File: config.mk
export PLATFORM = sky130hd
export DESIGN_NAME = d2drot_div
export DESIGN_NICKNAME = d
export VERILOG_FILES = /design/src/rtl/d2drot_pkg.sv /design/src/rtl/d2drot_div.sv
export SDC_FILE = /design/constraint.sdc
export NUM_CORES = 2
export LEC_CHECK = 0
export ABC_CLOCK_PERIOD_IN_PS = 4600
export BUFFER_PORTS_ARGS = -buffer_cell sky130_fd_sc_hd__clkbuf_2
export CORE_ASPECT_RATIO = 1.4
export CORE_MARGIN = 3
export CORE_UTILIZATION = 55
export DETAILED_ROUTE_END_ITERATION = 16
export PLACE_DENSITY = 0.72
export SETUP_SLACK_MARGIN = 0.02
export SYNTH_ARGS = -nofsm -noshare
export SYNTH_HDL_FRONTEND = slang
export SYNTH_SLANG_ARGS = --single-unit
File: constraint.sdc
create_clock -name clk -period 4.6 [get_ports clk]
set_input_delay 0.92 -clock clk [delete_from_list [all_inputs] [get_ports clk]]
set_output_delay 0.92 -clock clk [all_outputs]
set_load 0.01 [all_outputs]
File: src/rtl/d2drot_pkg.sv
package d2drot_pkg;

	localparam int FRAC_BITS = 14;
	localparam int DW        = 16;
	localparam int MAG_W     = 32;
	localparam int LEN_W     = 33;
	localparam int NUM_W     = MAG_W + FRAC_BITS + 1;
	localparam int Q_W       = FRAC_BITS + 1;
	localparam int SQ_STEPS  = 32;
	localparam int SQ_LAT    = SQ_STEPS + 1;
	localparam int CS_W      = 19;
	localparam int SN_W      = 20;
	localparam int FRONT     = 4;
	localparam int LAT       = FRONT + SQ_LAT + Q_W + 4;

	localparam logic signed [63:0] ONE  = 64'sd1 <<< FRAC_BITS;
	localparam logic [63:0]        HALF = 64'd1 << (FRAC_BITS - 1);

	typedef struct packed {
		logic [2:0]              neg;
		logic [MAG_W-1:0]        mx;
		logic [MAG_W-1:0]        my;
		logic [MAG_W-1:0]        mz;
		logic signed [CS_W-1:0]  cs;
		logic                    ident;
		logic                    opp;
	} sq_ctx_t;

	typedef struct packed {
		logic [2:0]              neg;
		logic signed [CS_W-1:0]  cs;
		logic signed [SN_W-1:0]  sn;
		logic                    ident;
	} dv_ctx_t;

	function automatic logic signed [63:0] rshr(input logic signed [63:0] v);
		logic [63:0] m;
		m = v < 0 ? 64'(-v) : 64'(v);
		m = (m + HALF) >> FRAC_BITS;
		return v < 0 ? -signed'(m) : signed'(m);
	endfunction

	function automatic logic [DW-1:0] sat_out(input logic signed [63:0] v);
		logic signed [63:0] r;
		r = v;
		if (r > ONE)
			r = ONE;
		if (r < -ONE)
			r = -ONE;
		return DW'(r);
	endfunction

endpackage

File: src/rtl/d2drot_div.sv
module d2drot_div import d2drot_pkg::*; (
	input  logic             clk,
	input  logic             en,
	input  logic [NUM_W-1:0] num,
	input  logic [LEN_W-1:0] den,
	output logic [Q_W-1:0]   q
);

	logic [NUM_W-1:0] rem_s [0:Q_W];
	logic [Q_W-1:0]   q_s   [0:Q_W];
	logic [LEN_W-1:0] den_s [0:Q_W];

	assign rem_s[0] = num;
	assign q_s[0]   = '0;
	assign den_s[0] = den;

	for (genvar k = 0; k < Q_W; k++) begin : g_step
		localparam int B = Q_W - 1 - k;
		logic [NUM_W-1:0] dsh;
		assign dsh = NUM_W'(den_s[k]) << B;
		always_ff @(posedge clk) begin
			if (en) begin
				den_s[k+1] <= den_s[k];
				if (rem_s[k] >= dsh) begin
					rem_s[k+1] <= rem_s[k] - dsh;
					q_s[k+1]   <= q_s[k] | (Q_W'(1) << B);
				end else begin
					rem_s[k+1] <= rem_s[k];
					q_s[k+1]   <= q_s[k];
				end
			end
		end
	end

	assign q = q_s[Q_W];

endmodule

==> flow_summary_export.csv <==
group,metric,value,unit
outcome,outcome,"finished clean",
sta,setup_slack,0.271,ns
finish,stdcell_count,8676,
finish,area_growth,11.3,%
hold_path,min_path_cells,1,
power,p_int,31.9,mW
finish,postLayoutCellArea,79400,µm²
placement,port-buffer-count,96,
placement,place_congestion,1.02,
clocking,path_clk_slew,0.06,ns
sta,finalCritPeriodShare,0.941,
clocking,h-tree-depth,4,
sta,finalCriticalPeriod,4.33,ns
worst_setup_path,r2r_setup_slack,0.27,ns
floorplanning,die_area,134000,µm²
sta,rsz0062_at_grt,"no",
synth,synth_compound_area_frac,0.158,
route,drtAntennaViolNets,0,
clocking,cts_root_buf,"clkbuf_16",
route,viasPerCell,5.88,
power,power,51.9,mW
worst_setup_path,path_cells,"inv_1, ha_1, inv_1, fa_1, a211oi_1, o21ai_1, a21oi_1, o31ai_1, o2111ai_1, nand2_1, and4_1, nor4b_1, nand3b_1, xnor2_1",
clocking,cts.sinks,1240,
global_routing,grt_pass1_vias,53100,
route,finalWirelength,201000,µm
worst_setup_path,crit_type,"reg -> reg",
placement,postPlaceCellArea,75200,µm²
clocking,cts_resized,0,
route,drt_iter0_markers,2772,
power,power_density,654,nW/µm²
floorplanning,die_w,310,µm
floorplanning,boundaryPins,97,
worst_setup_path,reg2reg_depth,14,
power,p_leak,32.3,nW
worst_setup_path,worstReg2RegEnd,"rem_s[186]",
clocking,cts_tree,"done",
floorplanning,core.rowCount,155,
worst_setup_path,max_stage_delay,0.52,ns
sta,finalHoldWorstSlack,0.326,ns
placement,hpwl,160000,µm
power,p_switching,20.0,mW
worst_setup_path,start_kind,"flip-flop",
clocking,clkLatencyLatePin,0.79,ns
synth,synthTopCellsByArea,"edfxtp_1 (52%), ha_1 (8.7%), a21oi_1 (4.3%)",
sta,setup_violations,0,
power,p_comb_frac,0.444,
global_routing,grt_max_degree,104,
power,ir_drop,0.439,mV
worst_setup_path,cpMostUsedCell,"inv_1",
synth,synth.avg_cell_area,10.8,µm²
hold_path,min_to,"den_s[466]",
synth,synth_top_family_by_area,"compound AO/OA/AOI/OAI gates",
synth,synth_mux_area_frac,0.0122,
finish,fin_util,0.619,
synth,synth.most_common_cell,"edfxtp_1",
global_routing,grt_pass1_wl,299000,µm
route,vias,51000,
worst_setup_path,critPathBufInv,2,
power,power_switching_share,0.385,
synth,synth_cells,6606,
sta,final_hold_viol_count,0,
floorplanning,initial_utilization,0.557,
synth,yosys.area.top_type,"edfxtp_1",
sta,final_max_slew_viol_count,0,
worst_setup_path,r2r-start,"rem_s[191]",
synth,synth_fp_nets,7197,
hold_path,hold_path_class,"in -> reg",
sta,worst_pin_slew,1.24,ns
synth,yosysTopAreaCellShare,0.522,
finish,drive_gt1_frac,0.0934,
worst_setup_path,path_delay_family,"compound AO/OA/AOI/OAI gates",
flow_run,maxCapViolCount,0,
placement,place_worst_setup_slack,0.403,ns
synth,synth-edff-count,1240,
clocking,postCtsHoldBufs,0,
floorplanning,coreArea,128000,µm²
synth,syn-cell-area,71300,µm²
synth,synth_cell_types,97,
clocking,clockBufferDepth,3,
global_routing,grt_usage,0.300,
route,avgRoutedWirePerCell,23.2,µm
worst_setup_path,worstSetupEndpointType,"flip-flop",
synth,synth-seq-cells,1240,
worst_setup_path,cpMaxStageDelayCell,"nor4b_1",
floorplanning,dieHeight,432,µm
worst_setup_path,required,5.13,ns
hold_path,hold_path.startpoint,"den[4]",
power,p_seq_frac,0.353,
sta,fmax,0.231,GHz
synth,ys_seq_area_frac,0.522,
route,drc,0,
worst_setup_path,arrival,4.85,ns
route,firstDrtPassIters,6,
clocking,cts_inserted_buffers,130,
synth,synthFlopType,"edfxtp_1",
synth,synth-simple-area-share,0.111,
sta,fin_skew,0.0201,ns
synth,synth-adder-area-share,0.0907,
synth,yosys_warnings,0,
global_routing,antenna_found_initial,7,
clocking,cts_setup_buffers,0,
synth,synth-xor-area-share,0.0598,
synth,async_flop_share,0,
sta,fin_tns_setup,0,ns
synth,synthTopCellsByCount,"edfxtp_1 (1240), inv_1 (621), a21oi_1 (608)",
sta,maxSlewHeadroom,0.153,
global_routing,grt-ovfl-total,0,
placement,dp_cells,8440,
worst_setup_path,crit_fanout,3,
finish,nets,7436,
power,clockPowerShare,0.202,
how the worst max path moves through the flow:
stage / slack [ns] / from / to / cells after the start
detailed placement: 0.40 / rem_s[431] / rem_s[420] / 14
global placement: 0.39 / rem_s[431] / rem_s[420] / 14
global route: 0.16 / rem_s[431] / rem_s[420] / 14
finish: 0.27 / rem_s[191] / rem_s[186] / 14
floorplan: 0.96 / den[3] / rem_s[704] / 13
CTS: 0.39 / rem_s[431] / rem_s[420] / 14
registers in the layout (all words and copies together) (netlist names):
signal	count
den_s	462
q	15
q_s	105
rem_s	658
kinds of logic after synthesis:
family,count (synthesis)
flip-flops,1240
AO/OA/AOI/OAI,1814
multiplexers,78
XOR/XNOR,487
adder cells (fa/ha/maj),509
buffers and inverters,836
AND/OR/NAND/NOR,1642
cell type report:
class	count	area (µm²)
multi-input combinational	4530	31000
inverter	623	2340
tap	1727	2160
clock inverter	81	831
fill	10400	48800
antenna	2	5.00
clock buffer	153	3380
sequential	1240	37200
timing repair buffer	320	2480
layer usage:
metal	GRT usage	wire length (µm)	up-vias
met5	0	48	-
met1	0.214	55100	24200
met2	0.616	116000	1417
met3	0.0464	6420	761
li1	-	-	24700
met4	0.295	23600	6
power by group through the flow:
stage                     clock network, mW  registers, mW  logic, mW
after floorplan                           0           17.6       15.7
after CTS                              10.7           18.2       22.8
after global routing                   11.1           18.5       25.1
after detailed placement                  0           18.5       22.6
final                                  10.5           18.3       23.1
after global placement                    0           18.4       22.3
cells in the final DEF, fill, tap and decap left out, drive strengths merged, types with 29 or more instances in the layout:
master     n
a211oi    48
a31oi     47
or3       29
nand2    505
edfxtp  1240
ha       495
a21o     270
nand3    116
nor3      76
o31ai     47
nand2b    72
nor4      64
clkinv    49
clkbuf   248
o21bai    48
inv      632
and3      59
o21ai    438
mux2      73
a21oi    610
xnor2    267
nand4     89
nor2     423
o21a      66
xor2     220
nor2b     57
buf      225
(Power assumes the default switching activity.)
