## config.mk

```make
export PLATFORM = sky130hd
export DESIGN_NAME = d2drot_sqrt
export DESIGN_NICKNAME = d
export VERILOG_FILES = /design/src/rtl/d2drot_pkg.sv /design/src/rtl/d2drot_sqrt.sv
export SDC_FILE = /design/constraint.sdc
export NUM_CORES = 2
export LEC_CHECK = 0
export BUFFER_PORTS_ARGS = -buffer_cell sky130_fd_sc_hd__buf_2
export CAP_MARGIN = 15
export CORE_MARGIN = 10
export CORE_UTILIZATION = 30
export CTS_CLUSTER_DIAMETER = 120
export DETAILED_ROUTE_END_ITERATION = 10
export PLACE_DENSITY = 0.52
export SLEW_MARGIN = 20
export SYNTH_ARGS = -nofsm -noshare
export SYNTH_HDL_FRONTEND = slang
export SYNTH_SLANG_ARGS = --single-unit
```

## constraint.sdc

```tcl
create_clock -name clk -period 6.11 [get_ports clk]
set_input_delay 0.9165 -clock clk [delete_from_list [all_inputs] [get_ports clk]]
set_output_delay 0.9165 -clock clk [all_outputs]
set_load 0.05 [all_outputs]
```

## src/rtl/d2drot_pkg.sv

```systemverilog
package d2drot_pkg;

	localparam int FRAC_BITS = 14;
	localparam int DW        = 16;
	localparam int MAG_W     = 32;
	localparam int LEN_W     = 33;
	localparam int NUM_W     = MAG_W + FRAC_BITS + 1;
	localparam int Q_W       = FRAC_BITS + 1;
	localparam int SQ_STEPS  = 32;
	localparam int SQ_LAT    = SQ_STEPS + 1;
	localparam int CS_W      = 19;
	localparam int SN_W      = 20;
	localparam int FRONT     = 4;
	localparam int LAT       = FRONT + SQ_LAT + Q_W + 4;

	localparam logic signed [63:0] ONE  = 64'sd1 <<< FRAC_BITS;
	localparam logic [63:0]        HALF = 64'd1 << (FRAC_BITS - 1);

	typedef struct packed {
		logic [2:0]              neg;
		logic [MAG_W-1:0]        mx;
		logic [MAG_W-1:0]        my;
		logic [MAG_W-1:0]        mz;
		logic signed [CS_W-1:0]  cs;
		logic                    ident;
		logic                    opp;
	} sq_ctx_t;

	typedef struct packed {
		logic [2:0]              neg;
		logic signed [CS_W-1:0]  cs;
		logic signed [SN_W-1:0]  sn;
		logic                    ident;
	} dv_ctx_t;

	function automatic logic signed [63:0] rshr(input logic signed [63:0] v);
		logic [63:0] m;
		m = v < 0 ? 64'(-v) : 64'(v);
		m = (m + HALF) >> FRAC_BITS;
		return v < 0 ? -signed'(m) : signed'(m);
	endfunction

	function automatic logic [DW-1:0] sat_out(input logic signed [63:0] v);
		logic signed [63:0] r;
		r = v;
		if (r > ONE)
			r = ONE;
		if (r < -ONE)
			r = -ONE;
		return DW'(r);
	endfunction

endpackage

```

## src/rtl/d2drot_sqrt.sv

```systemverilog
module d2drot_sqrt import d2drot_pkg::*; (
	input  logic             clk,
	input  logic             en,
	input  logic [63:0]      rad,
	output logic [LEN_W-1:0] len
);

	logic [63:0] y_s [0:SQ_STEPS];
	logic [63:0] r_s [0:SQ_STEPS];

	assign y_s[0] = rad;
	assign r_s[0] = '0;

	for (genvar k = 0; k < SQ_STEPS; k++) begin : g_step
		localparam logic [63:0] BIT = 64'd1 << (62 - 2 * k);
		logic [63:0] t;
		assign t = r_s[k] + BIT;
		always_ff @(posedge clk) begin
			if (en) begin
				if (y_s[k] >= t) begin
					y_s[k+1] <= y_s[k] - t;
					r_s[k+1] <= (r_s[k] >> 1) + BIT;
				end else begin
					y_s[k+1] <= y_s[k];
					r_s[k+1] <= r_s[k] >> 1;
				end
			end
		end
	end

	always_ff @(posedge clk) begin
		if (en)
			len <= LEN_W'(r_s[SQ_STEPS] + 64'(y_s[SQ_STEPS] > r_s[SQ_STEPS]));
	end

endmodule

```

==> summary.txt <==
Critical path
  – CP cell instances: or3_1 -> or4_4 -> or3_4 -> or3_1 -> nor3_1 -> o31a_1 -> buf_4 -> inv_2 -> nand4b_1 -> nor3_1 -> xor2_1
  – Critical Path RT: about 6.7 ns
  – Critical path buffer and inverter count: 2
  – FF-to-FF setup slack: 1.40 ns
  – Crit. path cell count: 11
  – Setup crit start: y_s[230]
  – Crit. End Element: flop
  – Worst Path Arrival: 5.32 ns
  – RR Startpoint: y_s[230]
  – CP startpoint kind: flop
  – CP max-delay cell: nor3_1
  – Worst r2r path cells: 11
  – Crit Path Class: reg -> reg
  – Max stage delay on crit path: roughly 0.74 ns
  – Crit path to: y_s[185]
  – Top delay family on crit path: simple AND/OR/NAND/NOR gates
  – Reg-to-reg endpoint: y_s[185]
  – CP max FO: 36

Timing
  – WHS: 0.1882 ns
  – Hold Violations, Final: 0
  – Slew Limit Headroom: between 20% and 30%
  – Setup TNS: 0 ns
  – Clk_skew: a little under 0.05 ns
  – RSZ-0062 raised after global routing: no
  – Peak Freq: between 200 and 250 MHz
  – Final Critical Period: around 4.7 ns
  – Ratio of final minimum period to clock period: just under 80%
  – Worst Tran Pin Value: 1.112 ns
  – Final Max Slew Viols: 0
  – Setup-failing EPs final: 0

Synthesis
  – Synth Register Bits: about 2.6k
  – Largest family of logic cells by synthesized area: simple AND/OR/NAND/NOR gates
  – Synth Area in Adders: 5.837%
  – Mux share of post-synthesis cell area: 1.005%
  – Post-synthesis xor/xnor area fraction: 6.565%
  – Asr flop ratio synth: 0%
  – Cell count after synthesis: between 10k and 15k
  – Synth area leader: edfxtp_1
  – Avg Cell Area, Syn: approximately 12 sq um
  – Simple-gate portion of the synthesized area: 12.70%
  – Seq/Total Area, Yosys: 61.42%
  – Complex-gate fraction of the synthesized area: slightly below 10%
  – EDFF count, synth: approximately 2.6k
  – Synth Warn #: 0
  – Synth Flop Type: edfxtp_1
  – Mapped Nets: between 10k and 15k
  – Top-area cell type share of the netlist area: between 60% and 70%
  – Cell Area, Synth: 127500 sq um
  – Largest cells by area after synthesis: edfxtp_1 (61%), ha_1 (5.8%), xnor2_1 (3.8%)
  – Count of different cell masters after synthesis: 96

Power and ir drop
  – Logic gate share of total power: 22.1%
  – Clk pwr share: between 30% and 40%
  – Switching pwr: between 15 and 20 mW
  – Pint: between 30 and 40 mW
  – Flop pwr share: a little under half
  – Pleak: between 50 and 60 nW
  – Pwr/cell area: about 370 nW/um^2
  – Sw Share: 30.52%
  – Peak VDD IR: 246.4 uV

Clock network
  – Max H-tree Level: 5
  – Post-CTS Setup Inserts: 0
  – Clock sink count: 2609
  – Root buffer cell: clkbuf_16
  – # resized after CTS: 0
  – CTS Buffer Depth: 4
  – Worst skew pair latency: 0.92 ns
  – CTS Buf Count: about 280
  – CTS tree: built
  – CTS hold repair buffers: 0
  – Clock transition at path regs: ~0.060 ns

Placed design
  – Placer Congestion: 0.8705
  – Placed cells: ~16k
  – Post-DP HPWL: 246600 um
  – IO Port Bufs: 98

Finish
  – Fin nets: 11.23k
  – Finished Layout Cells: 16.47k
  – Most frequent cells in the layout: edfxtp_1 (2609), nor2_1 (753), inv_1 (736), a21oi_1 (715), ha_1 (595)
  – Filler cells: between 40k and 50k
  – Area growth from synthesis to layout: 13.10%
  – Layout cell share with drive strength beyond 1: just over 7%
  – Commonest non-fill, non-tap cell in the layout: edfxtp_1

Detailed routing
  – Top Layer Used: met4
  – Met3 WL post-DR: around 11000 um
  – Wl on met1: around 130000 um
  – Met2 Wirelength: ~170000 um
  – Vias post-DR: 80.46k
  – Final wirelength: roughly 320000 um
  – Via/cell ratio: approximately 5
  – DRC violations left: 0
  – Wirelength per Cell: 19.65 um
  – DR pass1 iterations: 6
  – 1st-iter DRT viols: 5975
  – Antenna Nets Post-Route: 0

Hold path
  – Hold path startpoint: rad[42]
  – Tightest Hold Check Type: in -> reg

Die
  – # IOs: 99
  – Core Box Area: about 420000 sq um
  – Rows: 239
  – Die width: between 600 and 700 um
  – Initial Util: 30.10%
  – Die area: about 450000 sq um
  – Die height: 672.0 um

GRT
  – GRT Residual Overflow: 0
  – Antenna violations before repair: 4
  – Pin count of the biggest net entering global routing: 189
  – Vias in the first global route: roughly 80k
  – First-pass GRT wire length: 488000 um
  – Total track usage: 13.72%

Flow run
  – Max Cap Viol: 0

Run status
  – Status: finished, final reports clean
synthesized netlist by cell type (16+ instances only):
master and instances:
edfxtp_1 2609, nor2_1 755, inv_1 736, a21oi_1 715, ha_1 595, nand2_1 589
xnor2_1 553, xor2_1 403, o21ai_0 397, nor4_1 349, nor3_1 328, a21o_1 227
nand4_1 197, nand3_1 192, clkbuf_1 184, o21a_1 125, or3_1 121, mux2_2 104
nand2b_1 84, or4_1 72, nor2b_1 62, nor4b_1 55, a31oi_1 54, o31ai_1 53
o21bai_1 52, a211oi_1 51, and2_1 51, and3_1 49, nand3b_1 44, or2_2 44
o211ai_1 36, and4_1 34, nor3b_1 34, a21boi_0 32, nand4b_1 28, o41ai_1 20
a211o_1 18, a2111oi_0 17, buf_2 16
worst min path at each step:
stage	slack, ns	cells past startpoint	end
2_1_floorplan	0.42	0	y_s[130]
3_3_place_gp	0.43	0	y_s[1047]
3_5_place_dp	0.43	0	y_s[659]
4_1_cts	0.10	1	y_s[2026]
5_1_grt	0.14	1	y_s[2026]
6_report	0.19	1	y_s[2026]
sequential cells by signal, indices dropped and copies added, names as in the netlist:
| signal | flops |
|---|---|
| r_s | 528 |
| len | 33 |
| y_s | 2048 |
metrics by stage:
step / setup slack (ns) / utilization [%] / power [mW] / instance area, sq um
6_report: 1.397 / 34.04 / 53.69 / 144300
3_5_place_dp: 1.301 / 31.90 / 37.11 / 135200
4_1_cts: 1.303 / 34.03 / 54.20 / 144200
3_3_place_gp: 1.060 / 31.88 / 37.14 / 135100
5_1_grt: 1.203 / 34.04 / 56.42 / 144200
2_1_floorplan: 2.650 / - / 32.87 / 127500
power by group through the flow:
| stage | Sequential [mW] | Combinational (mW) | Clock (mW) |
|---|---|---|---|
| floorplan | 24.2 | 8.71 | 0 |
| global placement | 25.3 | 11.8 | 0 |
| global route | 25.2 | 13.2 | 18.1 |
| detailed placement | 25.3 | 11.8 | 0 |
| finish | 24.9 | 11.9 | 16.9 |
| CTS | 25.0 | 11.9 | 17.4 |
logic make-up after synthesis:
kind of cell | after synthesis
AO/OA/AOI/OAI | 1974
XOR/XNOR | 956
adder cells (fa/ha/maj) | 595
buffers and inverters | 957
flip-flops | 2609
multiplexers | 115
AND/OR/NAND/NOR | 3128
metal layers:
layer,GRT usage [%],up-vias
met1,16.15,39025
met3,1.605,544
met5,0,-
met4,4.632,0
met2,25.72,1563
li1,-,39330
area by class of cell:
| class | count | area (sq um) | area share, % |
|---|---|---|---|
| clock buffer | 336 | 7451 | 5.165 |
| tap | 5663 | 7086 | 4.912 |
| antenna | 7 | 17.52 | 0.01214 |
| inverter | 741 | 2781 | 1.928 |
| sequential | 2609 | 78350 | 54.31 |
| clock inverter | 172 | 1603 | 1.111 |
| multi-input combinational | 6768 | 45720 | 31.70 |
| timing repair buffer | 169 | 1246 | 0.8639 |
worst register-to-register path: stages, from the launching register on:
cell and delay, ns:
edfxtp_1 0.47, or3_1 0.46, or4_4 0.55, or3_4 0.39
or3_1 0.41, nor3_1 0.74, o31a_1 0.25, buf_4 0.36
inv_2 0.11, nand4b_1 0.42, nor3_1 0.12, xor2_1 0.17
Note: power is estimated with default switching activity, not from simulation.
